--- config.mk ---
export PLATFORM = sky130hd
export DESIGN_NAME = two_wire_led_display_writer
export DESIGN_NICKNAME = d
export VERILOG_FILES = /design/src/rtl/tldw_pkg.sv /design/src/rtl/tldw_front.sv /design/src/rtl/tldw_queue.sv /design/src/rtl/tldw_back.sv /design/src/rtl/two_wire_led_display_writer.sv
export SDC_FILE = /design/constraint.sdc
export NUM_CORES = 1
export LEC_CHECK = 0
export CAP_MARGIN = 20
export CORE_MARGIN = 5
export CORE_UTILIZATION = 54
export DETAILED_ROUTE_END_ITERATION = 7
export DONT_BUFFER_PORTS = 1
export GPL_TIMING_DRIVEN = 1
export PLACE_DENSITY = 0.73
export SYNTH_ARGS = -nofsm -noshare
export SYNTH_HDL_FRONTEND = slang
export SYNTH_SLANG_ARGS = --single-unit
--- constraint.sdc ---
create_clock -name clock -period 7.5 [get_ports clock]
set_clock_uncertainty 0.1 [all_clocks]
set_input_delay 2.25 -clock clock [delete_from_list [all_inputs] [get_ports clock]]
set_output_delay 2.25 -clock clock [all_outputs]
set_load 0.005 [all_outputs]
--- src/rtl/tldw_pkg.sv ---
// Shared types, constants and the segment lookup for the two-wire LED display writer.
// No dependencies; every other file of the block imports this package.
package tldw_pkg;

   // Default depth of the command queue between the front and the back.
   localparam int QUEUE_DEPTH = 2;

   // Configuration port geometry and register indexes.
   localparam int CSR_ADDR_W = 3;
   localparam int CSR_DATA_W = 32;
   localparam logic REG_BRIGHTNESS = 1'b0;
   localparam logic REG_COLON      = 1'b1;

   // Protocol bytes.
   localparam logic [7:0] DATA_MODE_BYTE = 8'h40;
   localparam logic [7:0] ADDR_BYTE      = 8'hC0;
   localparam logic [7:0] BRIGHT_BASE    = 8'h87;
   localparam logic [3:0] BRIGHT_MAX     = 4'd8;
   localparam logic [7:0] COLON_BIT      = 8'h80;

   // Divide by ten as a multiply by a scaled reciprocal, exact for 16-bit values.
   localparam logic [16:0] RECIP_TEN = 17'h0CCCD;

   typedef enum logic [1:0] {
      SYM_START = 2'd0,
      SYM_DATA  = 2'd1,
      SYM_ACK   = 2'd2,
      SYM_STOP  = 2'd3
   } sym_kind_type;

   // One classified command. For a brightness command seg[0] holds the byte to send.
   typedef struct packed {
      logic            bright;
      logic [3:0][7:0] seg;
   } entry_type;

   function automatic logic [7:0] seg_of_digit(input logic [3:0] digit);
      logic [7:0] seg;
      case (digit)
         4'd0:    seg = 8'h3F;
         4'd1:    seg = 8'h06;
         4'd2:    seg = 8'h5B;
         4'd3:    seg = 8'h4F;
         4'd4:    seg = 8'h66;
         4'd5:    seg = 8'h6D;
         4'd6:    seg = 8'h7D;
         4'd7:    seg = 8'h07;
         4'd8:    seg = 8'h7F;
         4'd9:    seg = 8'h6F;
         default: seg = 8'h00;
      endcase
      return seg;
   endfunction

   typedef enum logic [1:0] {
      F_IDLE = 2'd0,
      F_CONV = 2'd1,
      F_PUSH = 2'd2
   } front_state_type;

   typedef enum logic [1:0] {
      B_IDLE  = 2'd0,
      B_START = 2'd1,
      B_BITS  = 2'd2,
      B_STOP  = 2'd3
   } back_state_type;

endpackage

--- src/rtl/tldw_front.sv ---
// Front end: accepts commands, converts numbers to segment bytes one digit per cycle.
// Depends on tldw_pkg; feeds tldw_queue.
module tldw_front import tldw_pkg::*; (
   input  logic        clock,
   input  logic        reset,
   input  logic        req_valid,
   output logic        req_ready,
   input  logic        req_cmd,
   input  logic [15:0] req_number,
   input  logic [3:0]  brightness_level,
   input  logic        colon_on,
   input  logic        q_full,
   output logic        q_push,
   output entry_type   q_wdata
);

   front_state_type fstate_ff, fstate_in;
   logic [15:0]     val_ff, val_in;
   logic [1:0]      cnt_ff, cnt_in;
   logic [3:0][7:0] seg_ff, seg_in;
   logic            bright_ff, bright_in;

   logic            take;
   logic [32:0]     prod;
   logic [13:0]     quot;
   logic [15:0]     quot_x10;
   logic [3:0]      digit;
   logic [7:0]      digit_seg;
   logic [3:0]      lvl;
   logic [7:0]      bright_byte;

   always_comb begin
      // Quotient and remainder of the working value by ten.
      prod      = 33'(val_ff) * 33'(RECIP_TEN);
      quot      = prod[32:19];
      quot_x10  = 16'({quot, 3'b000}) + 16'({quot, 1'b0});
      digit     = 4'(val_ff - quot_x10);
      digit_seg = seg_of_digit(digit);
      // The hundreds digit carries the colon.
      if (colon_on && (cnt_ff == 2'd2)) begin
         digit_seg = digit_seg | COLON_BIT;
      end

      lvl         = (brightness_level > BRIGHT_MAX) ? BRIGHT_MAX : brightness_level;
      bright_byte = BRIGHT_BASE + {4'b0000, lvl};

      fstate_in = fstate_ff;
      val_in    = val_ff;
      cnt_in    = cnt_ff;
      seg_in    = seg_ff;
      bright_in = bright_ff;
      req_ready = 1'b0;
      q_push    = 1'b0;
      take      = 1'b0;

      case (fstate_ff)
         F_IDLE: begin
            req_ready = 1'b1;
            take      = req_valid;
         end
         F_CONV: begin
            seg_in[cnt_ff] = digit_seg;
            val_in         = 16'(quot);
            cnt_in         = cnt_ff + 2'd1;
            if (cnt_ff == 2'd3) begin
               fstate_in = F_PUSH;
            end
         end
         F_PUSH: begin
            if (!q_full) begin
               q_push    = 1'b1;
               req_ready = 1'b1;
               take      = req_valid;
               fstate_in = F_IDLE;
            end
         end
         default: begin
            fstate_in = F_IDLE;
         end
      endcase

      if (take) begin
         if (req_cmd) begin
            bright_in = 1'b1;
            seg_in[0] = bright_byte;
            fstate_in = F_PUSH;
         end else begin
            bright_in = 1'b0;
            val_in    = req_number;
            cnt_in    = 2'd0;
            fstate_in = F_CONV;
         end
      end
   end

   assign q_wdata.bright = bright_ff;
   assign q_wdata.seg    = seg_ff;

   always_ff @(posedge clock) begin
      if (reset) begin
         fstate_ff <= F_IDLE;
      end else begin
         fstate_ff <= fstate_in;
      end
      val_ff    <= val_in;
      cnt_ff    <= cnt_in;
      seg_ff    <= seg_in;
      bright_ff <= bright_in;
   end

endmodule

--- src/rtl/tldw_queue.sv ---
// Short register queue of classified commands between the front and the back.
// Depends on tldw_pkg for the entry type.
module tldw_queue import tldw_pkg::*; #(
   parameter int Depth = QUEUE_DEPTH
) (
   input  logic      clock,
   input  logic      reset,
   input  logic      push,
   input  entry_type wdata,
   output logic      full,
   input  logic      pop,
   output logic      head_valid,
   output entry_type head
);

   localparam int PtrW = (Depth > 1) ? $clog2(Depth) : 1;
   localparam int CntW = $clog2(Depth + 1);

   entry_type         mem_ff [Depth];
   logic [PtrW-1:0]   wr_ptr_ff, wr_ptr_in;
   logic [PtrW-1:0]   rd_ptr_ff, rd_ptr_in;
   logic [CntW-1:0]   count_ff, count_in;

   assign full       = (count_ff == CntW'(Depth));
   assign head_valid = (count_ff != '0);
   assign head       = mem_ff[rd_ptr_ff];

   always_comb begin
      wr_ptr_in = wr_ptr_ff;
      rd_ptr_in = rd_ptr_ff;
      count_in  = count_ff;
      if (push) begin
         wr_ptr_in = (wr_ptr_ff == PtrW'(Depth - 1)) ? '0 : wr_ptr_ff + PtrW'(1);
      end
      if (pop) begin
         rd_ptr_in = (rd_ptr_ff == PtrW'(Depth - 1)) ? '0 : rd_ptr_ff + PtrW'(1);
      end
      if (push && !pop) begin
         count_in = count_ff + CntW'(1);
      end else if (pop && !push) begin
         count_in = count_ff - CntW'(1);
      end
   end

   always_ff @(posedge clock) begin
      if (reset) begin
         wr_ptr_ff <= '0;
         rd_ptr_ff <= '0;
         count_ff  <= '0;
      end else begin
         wr_ptr_ff <= wr_ptr_in;
         rd_ptr_ff <= rd_ptr_in;
         count_ff  <= count_in;
      end
      if (push) begin
         mem_ff[wr_ptr_ff] <= wdata;
      end
   end

endmodule

--- src/rtl/tldw_back.sv ---
// Back end: walks a queued command frame by frame; one line symbol per cycle unless stalled.
// Depends on tldw_pkg; reads from tldw_queue and drives the result register.
module tldw_back import tldw_pkg::*; (
   input  logic       clock,
   input  logic       reset,
   input  logic       head_valid,
   input  entry_type  head,
   output logic       pop,
   output logic       rsp_valid,
   input  logic       rsp_ready,
   output logic [1:0] rsp_symbol_kind,
   output logic       rsp_bit_value,
   output logic       rsp_last_symbol
);

   back_state_type bstate_ff, bstate_in;
   entry_type      cur_ff, cur_in;
   logic           frame_ff, frame_in;
   logic [2:0]     byte_ff, byte_in;
   logic [3:0]     bit_ff, bit_in;

   logic           valid_ff, valid_in;
   sym_kind_type   kind_ff, kind_in;
   logic           value_ff, value_in;
   logic           last_ff, last_in;

   logic           adv;
   logic           last_byte;
   logic [7:0]     cur_byte;
   logic [1:0]     seg_idx;

   always_comb begin
      adv       = !valid_ff || rsp_ready;
      seg_idx   = 2'(3'd4 - byte_ff);
      last_byte = cur_ff.bright || !frame_ff || (byte_ff == 3'd4);

      if (cur_ff.bright) begin
         cur_byte = cur_ff.seg[0];
      end else if (!frame_ff) begin
         cur_byte = DATA_MODE_BYTE;
      end else if (byte_ff == 3'd0) begin
         cur_byte = ADDR_BYTE;
      end else begin
         cur_byte = cur_ff.seg[seg_idx];
      end

      bstate_in = bstate_ff;
      cur_in    = cur_ff;
      frame_in  = frame_ff;
      byte_in   = byte_ff;
      bit_in    = bit_ff;
      pop       = 1'b0;
      valid_in  = valid_ff && !rsp_ready;
      kind_in   = kind_ff;
      value_in  = value_ff;
      last_in   = last_ff;

      if (adv) begin
         case (bstate_ff)
            B_IDLE: begin
               if (head_valid) begin
                  pop       = 1'b1;
                  cur_in    = head;
                  frame_in  = 1'b0;
                  byte_in   = 3'd0;
                  bit_in    = 4'd0;
                  valid_in  = 1'b1;
                  kind_in   = SYM_START;
                  value_in  = 1'b0;
                  last_in   = 1'b0;
                  bstate_in = B_BITS;
               end
            end
            B_START: begin
               byte_in   = 3'd0;
               bit_in    = 4'd0;
               valid_in  = 1'b1;
               kind_in   = SYM_START;
               value_in  = 1'b0;
               last_in   = 1'b0;
               bstate_in = B_BITS;
            end
            B_BITS: begin
               valid_in = 1'b1;
               last_in  = 1'b0;
               if (bit_ff == 4'd8) begin
                  kind_in  = SYM_ACK;
                  value_in = 1'b0;
                  bit_in   = 4'd0;
                  if (last_byte) begin
                     bstate_in = B_STOP;
                  end else begin
                     byte_in = byte_ff + 3'd1;
                  end
               end else begin
                  kind_in  = SYM_DATA;
                  value_in = cur_byte[bit_ff[2:0]];
                  bit_in   = bit_ff + 4'd1;
               end
            end
            B_STOP: begin
               valid_in = 1'b1;
               kind_in  = SYM_STOP;
               value_in = 1'b0;
               last_in  = cur_ff.bright || frame_ff;
               if (cur_ff.bright || frame_ff) begin
                  bstate_in = B_IDLE;
               end else begin
                  frame_in  = 1'b1;
                  bstate_in = B_START;
               end
            end
            default: begin
               bstate_in = B_IDLE;
            end
         endcase
      end
   end

   assign rsp_valid       = valid_ff;
   assign rsp_symbol_kind = kind_ff;
   assign rsp_bit_value   = value_ff;
   assign rsp_last_symbol = last_ff;

   always_ff @(posedge clock) begin
      if (reset) begin
         bstate_ff <= B_IDLE;
         valid_ff  <= 1'b0;
      end else begin
         bstate_ff <= bstate_in;
         valid_ff  <= valid_in;
      end
      cur_ff   <= cur_in;
      frame_ff <= frame_in;
      byte_ff  <= byte_in;
      bit_ff   <= bit_in;
      kind_ff  <= kind_in;
      value_ff <= value_in;
      last_ff  <= last_in;
   end

endmodule

--- src/rtl/two_wire_led_display_writer.sv ---
// Top level of the two-wire LED display writer: configuration registers and the
// front, queue and back parts. Depends on tldw_pkg, tldw_front, tldw_queue, tldw_back.
//
//   Channel   Direction  Handshake           Carries
//   req_      in         req_valid/ready     cmd, number
//   rsp_      out        rsp_valid/ready     symbol_kind, bit_value, last_symbol
//   csr (APB) in/out     psel/penable/pready brightness_level (0x0), colon_on (0x4)
//
// The back part emits one line symbol per cycle while rsp_ready does not stall it: a
// show-number command is sent as a data-mode frame, then an address frame with four
// segment bytes; a brightness command as one frame. The front converts a number one
// digit per cycle through a divide-by-ten multiplier, overlapped with the back's work.
// Reset sets brightness to 2, clears the colon and empties the queue.
// A stalled result waits in the output register while the front keeps accepting
// items until the queue fills.
module two_wire_led_display_writer import tldw_pkg::*; #(
   parameter int QueueDepth = QUEUE_DEPTH
) (
   input  logic                  clock,
   input  logic                  reset,
   // Command channel.
   input  logic                  req_valid,
   output logic                  req_ready,
   input  logic                  req_cmd,
   input  logic [15:0]           req_number,
   // Line symbol channel.
   output logic                  rsp_valid,
   input  logic                  rsp_ready,
   output logic [1:0]            rsp_symbol_kind,
   output logic                  rsp_bit_value,
   output logic                  rsp_last_symbol,
   // Configuration port.
   input  logic                  psel,
   input  logic                  penable,
   input  logic                  pwrite,
   input  logic [CSR_ADDR_W-1:0] paddr,
   input  logic [CSR_DATA_W-1:0] pwdata,
   output logic [CSR_DATA_W-1:0] prdata,
   output logic                  pready
);

   logic [3:0] bright_ff, bright_in;
   logic       colon_ff, colon_in;
   logic       csr_wr;
   logic       reg_idx;

   logic       q_push;
   logic       q_full;
   logic       q_pop;
   logic       q_head_valid;
   entry_type  q_wdata;
   entry_type  q_head;

   // Registers sit at 4-byte spacing, so bit 2 of the address picks one.
   assign pready  = 1'b1;
   assign csr_wr  = psel && penable && pwrite;
   assign reg_idx = paddr[2];

   always_comb begin
      bright_in = bright_ff;
      colon_in  = colon_ff;
      prdata    = '0;
      case (reg_idx)
         REG_BRIGHTNESS: begin
            prdata = CSR_DATA_W'(bright_ff);
            if (csr_wr) begin
               bright_in = pwdata[3:0];
            end
         end
         REG_COLON: begin
            prdata = CSR_DATA_W'(colon_ff);
            if (csr_wr) begin
               colon_in = pwdata[0];
            end
         end
         default: begin
            prdata = '0;
         end
      endcase
   end

   always_ff @(posedge clock) begin
      if (reset) begin
         bright_ff <= 4'd2;
         colon_ff  <= 1'b0;
      end else begin
         bright_ff <= bright_in;
         colon_ff  <= colon_in;
      end
   end

   // The front classifies each command and turns a number into four segment bytes.
   tldw_front u_front (
      .clock            (clock),
      .reset            (reset),
      .req_valid        (req_valid),
      .req_ready        (req_ready),
      .req_cmd          (req_cmd),
      .req_number       (req_number),
      .brightness_level (bright_ff),
      .colon_on         (colon_ff),
      .q_full           (q_full),
      .q_push           (q_push),
      .q_wdata          (q_wdata)
   );

   // The queue lets the front take the next command while the back is still sending.
   tldw_queue #(
      .Depth (QueueDepth)
   ) u_queue (
      .clock      (clock),
      .reset      (reset),
      .push       (q_push),
      .wdata      (q_wdata),
      .full       (q_full),
      .pop        (q_pop),
      .head_valid (q_head_valid),
      .head       (q_head)
   );

   // The back frames the bytes and emits start, data, ack and stop symbols.
   tldw_back u_back (
      .clock           (clock),
      .reset           (reset),
      .head_valid      (q_head_valid),
      .head            (q_head),
      .pop             (q_pop),
      .rsp_valid       (rsp_valid),
      .rsp_ready       (rsp_ready),
      .rsp_symbol_kind (rsp_symbol_kind),
      .rsp_bit_value   (rsp_bit_value),
      .rsp_last_symbol (rsp_last_symbol)
   );

endmodule
==> results of run 1 <==
[sequential cells by signal, indices dropped and copies added (netlist names), 3 cells and up]
register and cells:
bright_ff 4, u_back.byte_ff 3, u_front.q_wdata 32, u_queue.mem_ff 66, u_back.bit_ff 4, u_front.val_ff 16
u_back.cur_ff 33
[routing by layer]
metal	wire, um	up-vias	track usage (%)
met3	849	39	3.23
met1	9870	3526	25.4
met4	653	0	7.07
li1	-	3410	-
met5	0	-	0
met2	12200	148	33.6
[per-stage QoR]
step                utilization (%)  instances
finish                         60.6       1325
global route                   60.6       1325
CTS                            59.6       1321
detailed placement             56.8       1288
global placement               56.8       1288
floorplan                         -       1017
[cells in the final DEF (no fill, tap or decap), types with 11 or more instances in the layout]
cell type  count
conb_1        29
ha_1         135
clkbuf_16     17
mux2i_1       11
dfxtp_1       32
nor2_1        47
inv_1        171
fa_1          80
a21oi_1       27
nand2_1       44
edfxtp_1     136
buf_4         46
ha_4          11
o21ai_0       26
mux2_2        37
xnor2_1       16
[final cells by class]
type	instances	area share, %
Multi-Input combinational cell	616	48.0
Timing Repair Buffer	46	2.62
Clock buffer	17	3.23
Sequential cell	176	37.2
Clock inverter	15	1.25
Tap cell	280	2.66
Inverter	175	4.98
[cells by family (layout without fill, tap and decap cells)]
logic type	count (synthesis)	count (layout)
simple gates	152	152
mux	57	57
xor+xnor	30	30
compound gates	120	120
fa+ha+maj	228	228
flops	176	176
other cells	2	29
buf+inv	225	253
[worst reg2reg max path: stages, from the launching register on]
cell and delay (ps):
dfxtp_1 380, ha_1 340, inv_1 80, fa_1 480
inv_1 50, fa_1 560, fa_1 450, fa_1 510
inv_1 70, fa_1 530, inv_1 40, ha_1 300
nand4_1 220, a211oi_2 250, a31oi_1 130, o21ai_2 100
xor2_2 100, ha_1 310, nor3b_4 250, nor3_1 70
inv_1 90, o221ai_1 120, or3b_4 430, xnor2_4 170
xnor2_4 320, mux2_4 380, a211o_1 300
[worst paths after layout]
path / start / end / slack (ps) / cells after the start
worst max-delay path: u_front.val_ff[7] / u_front.q_wdata[0] / 230 / 26
worst min-delay path: u_front.q_wdata[24] / u_queue.mem_ff[0][24] / 340 / 0
worst max register to register: u_front.val_ff[7] / u_front.q_wdata[0] / 230 / 26
worst min register to register: u_front.q_wdata[24] / u_queue.mem_ff[0][24] / 340 / 0
[repair_timing]
action | CTS | global route
gates resized for setup | 4 | 32
setup buffers | 1 | 4
endpoints found under the setup margin | 9 | 28
pin swaps | 1 | 24
==> impl_metrics.toml, run 1 <==
[synth]
ys_types = 68
synth_top_area_share_pct = 34.4
ys_async_sr_fraction_pct = 0
synthesis.area_um2 = 11900
ys_ff_latch = 176
synth_top_area_cell = "edfxtp_1"
synth_edf_count = 136
synth.area.top_cells = "edfxtp_1, ha_1, fa_1, dfxtp_1, inv_1"
synthTopCellsByCount = "inv_1, ha_1, edfxtp_1"
muxShareOfSynthArea_pct = 6.07
synth_top_family_by_area = "adder cells"
synthXorXnorAreaFrac_pct = 2.59
yosysMostFrequentCell = "inv_1"
synthAdderAreaFrac_pct = 29.0
yosysSeqAreaShare_pct = 41.1
yosysWarningCount = 0
syn-mean-instance-area_um2 = 12.0
synth-compound-area-share_pct = 7.00
ys.flop_type = "edfxtp_1"
synthSimpleGateAreaFrac_pct = 6.12
syn_inst = 990

[critical_path]
start_kind = "flip-flop"
crit_family = "adder cells"
cp.required_ps = 7730
crit_path_top_delay_cell = "fa_1"
crit_path_end_kind = "flip-flop"
critical_path.max_stage_delay_ps = 560
crit_fanout = 8
crit_type = "flip-flop to flip-flop"
crit_buf_inv = 5
crit_arrival_ps = 7500

[clock_tree]
htree_levels = 4
clock_path_buffers = 2
cts_sinks = 176
path_clk_slew_ps = 80
postCtsHoldBufs = 0
root_buffer = "clkbuf_16"
cts_tree = "done"
clock_latency_ps = 440
cts_made_buffers = 17

[sta]
max-slew-margin-rel_pct = 40.2
setup_slack_ps = 231
post-route-min-period_ps = 7270
tightest_slew_ps = 895
tns_ps = 0
fmax_mhz = 138
setup_violations = 0
hold_violations = 0
timing.hold.ws_ps = 340
finalCritPeriodShare_pct = 96.9
slew_viol_final = 0

[floorplan]
ioPinCount = 98
die_area_um2 = 25100
placeableCoreArea_um2 = 21800
rows = 54
die_w_um = 158
die_h_um = 158
start_util_pct = 54.6

[status]
outcome = "finished, final reports clean"

[cells_and_area]
drive_above_1_share_pct = 16.5
fill_cells = 1726
diodes = 0
num-nets-final = 1319
multiInputGateArea_um2 = 6330
design_area_um2 = 13200
seq_area_um2 = 4900
syn2layout_area_growth_pct = 10.9

[drt]
dr.pass1.iters = 6
drt_wl_total_mm = 23.5
wl_per_cell_um = 17.8
drt_iter0_drc = 458
drc = 0
via_count = 7123
ant_nets = 0
vias_per_cell = 5.38

[global_route]
grt_pass1_wl_mm = 37.8
grt_overflow_total = 0
antenna_found_initial = 0
grtUsageTotal_pct = 19.6
grt_start_max_net_pins = 36
grt_pass1_vias = 7345

[job]
maxCapViolations = 0

[placement]
dpl_cell_area_um2 = 12400
dp_hpwl_mm = 18.3
gp_routability_congestion = 0.902
port_buffers = 0
place_worst_setup_slack_ps = -50.9

[hold_path]
hold_class = "flip-flop to flip-flop"
Power of run 1 is left out: the tool's default activity adds up to more than one toggle a clock period on the data nets, which glitch-free logic cannot reach.
==> inputs of run 2 (changes only) <==
--- a/config.mk
+++ b/config.mk
@@ -11,7 +11,7 @@
 export DETAILED_ROUTE_END_ITERATION = 7
 export DONT_BUFFER_PORTS = 1
 export GPL_TIMING_DRIVEN = 1
-export PLACE_DENSITY = 0.73
+export PLACE_DENSITY = 0.7
 export SYNTH_ARGS = -nofsm -noshare
 export SYNTH_HDL_FRONTEND = slang
 export SYNTH_SLANG_ARGS = --single-unit
==> constraint.sdc (replaced) <==
create_clock -name clock -period 8.36 [get_ports clock]
set_clock_uncertainty 0.1 [all_clocks]
set_input_delay 2.508 -clock clock [delete_from_list [all_inputs] [get_ports clock]]
set_output_delay 2.508 -clock clock [all_outputs]
set_load 0.005 [all_outputs]
==> run 2 against run 1 <==
Design area shrank 3.3%. Count of clock-buffer cells in the layout grew 1. Utilization shrank 2.0 points. Final cell count shrank 2.8%. Critical path depth shrank 1. Die area is the same. Worst setup slack gained 250 ps. Worst hold slack is essentially flat. Non-clock buffer count shrank 37. Critical endpoint is now u_front.q_wdata[6]. Maximum frequency shrank 7.7%. Flip-flop and latch count is the same.
==> impl_metrics.toml, run 2 (same netlist as run 1, synthesis figures left out) <==
[floorplan]
die_w_um = 158
start_util_pct = 54.6
die_area_um2 = 25100
ioPinCount = 98
die_h_um = 158
placeableCoreArea_um2 = 21800
rows = 54

[sta]
hold_violations = 0
max-slew-margin-rel_pct = 39.5
rsz0062_at_grt = "false"
fmax_mhz = 127
setup_slack_ps = 481
setup_violations = 0
tns_ps = 0
post-route-min-period_ps = 7880
slew_viol_final = 0
finalCritPeriodShare_pct = 94.2
tightest_slew_ps = 907

[drt]
drc = 0
dr.pass1.iters = 5
vias_per_cell = 5.26
via_count = 6780
drt_wl_total_mm = 22.1
ant_nets = 0
drt_iter0_drc = 448
wl_per_cell_um = 17.1

[clock_tree]
cts_sinks = 176
clock_latency_ps = 440
postCtsHoldBufs = 0
htree_levels = 4
root_buffer = "clkbuf_16"
clock_path_buffers = 2
post_cts_buffers = 0
cts_tree = "done"
path_clk_slew_ps = 80
ctsResizeCount = 0
cts_made_buffers = 17

[hold_path]
min_path_cells = 0
holdCritStartpoint = "u_front.q_wdata[26]"
hold_end = "u_queue.mem_ff[0][26]"
hold_class = "flip-flop to flip-flop"

[critical_path]
crit_fanout = 8
crit_family = "adder cells"
regToRegSetupSlack_ps = 480
crit_type = "flip-flop to flip-flop"
cp_common_cell = "fa_1"
crit_arrival_ps = 8100
crit_path_end_kind = "flip-flop"
r2r_cells = 25
critical_path.max_stage_delay_ps = 570
crit_path_top_delay_cell = "fa_1"
reg2reg_to = "u_front.q_wdata[6]"
cp.required_ps = 8580
r2r_start = "u_front.val_ff[2]"
start_kind = "flip-flop"
crit_buf_inv = 4

[placement]
place_worst_setup_slack_ps = 523
dp_hpwl_mm = 17.3
port_buffers = 0
gp_routability_congestion = 0.942
dpl_cell_area_um2 = 12100

[cells_and_area]
syn2layout_area_growth_pct = 7.25
diodes = 0
fill_cells = 1749
drive_above_1_share_pct = 10.4
layout_commonest_cell = "inv_1"
largest_reg_flops = 66
design_area_um2 = 12700
layout_common_cells = "inv_1, ha_1, edfxtp_1, fa_1, nor2_1"
largest_register = "u_queue.mem_ff"
num-nets-final = 1282

[global_route]
grt_start_max_net_pins = 36
antenna_found_initial = 0
grtUsageTotal_pct = 18.7
grt_overflow_total = 0
grt_pass1_wl_mm = 36.0
grt_pass1_vias = 6949

[status]
outcome = "finished, final reports clean"

[job]
maxCapViolations = 0
## run 2: how the worst max path moves through the flow
stage | startpoint | endpoint | cells after the start
floorplan | rsp_ready | u_queue.count_ff[1] | 6
detailed placement | u_front.val_ff[10] | u_front.q_wdata[0] | 28
finish | u_front.val_ff[2] | u_front.q_wdata[6] | 25
global route | u_front.val_ff[2] | u_front.q_wdata[5] | 26
global placement | u_front.val_ff[2] | u_front.q_wdata[0] | 25
CTS | u_front.val_ff[3] | u_front.q_wdata[0] | 25
## run 2: area by class of cell
class	count	area, um^2	share of cell area [%]
Clock buffer	18	450	3.53
Clock inverter	14	178	1.39
Inverter	175	657	5.15
Multi-Input combinational cell	616	6160	48.3
Sequential cell	176	4880	38.3
Tap cell	280	350	2.75
Timing Repair Buffer	9	67.6	0.530
## run 2: layer usage
layer | track usage, % | vias to the layer above | part of all wire [%]
met5 | 0 | - | 0
met4 | 5.32 | 0 | 1.8
met3 | 3.26 | 18 | 3.0
met2 | 32.5 | 105 | 52
met1 | 24.4 | 3306 | 44
li1 | - | 3351 | -
## run 2: per-stage QoR
step	util, %	cells	hold slack [ps]
global placement	55.7	1256	322
finish	58.6	1288	340
detailed placement	55.7	1256	330
global route	58.6	1288	347
floorplan	-	1017	317
CTS	58.6	1288	338
Power of run 2 is left out for the same reason.
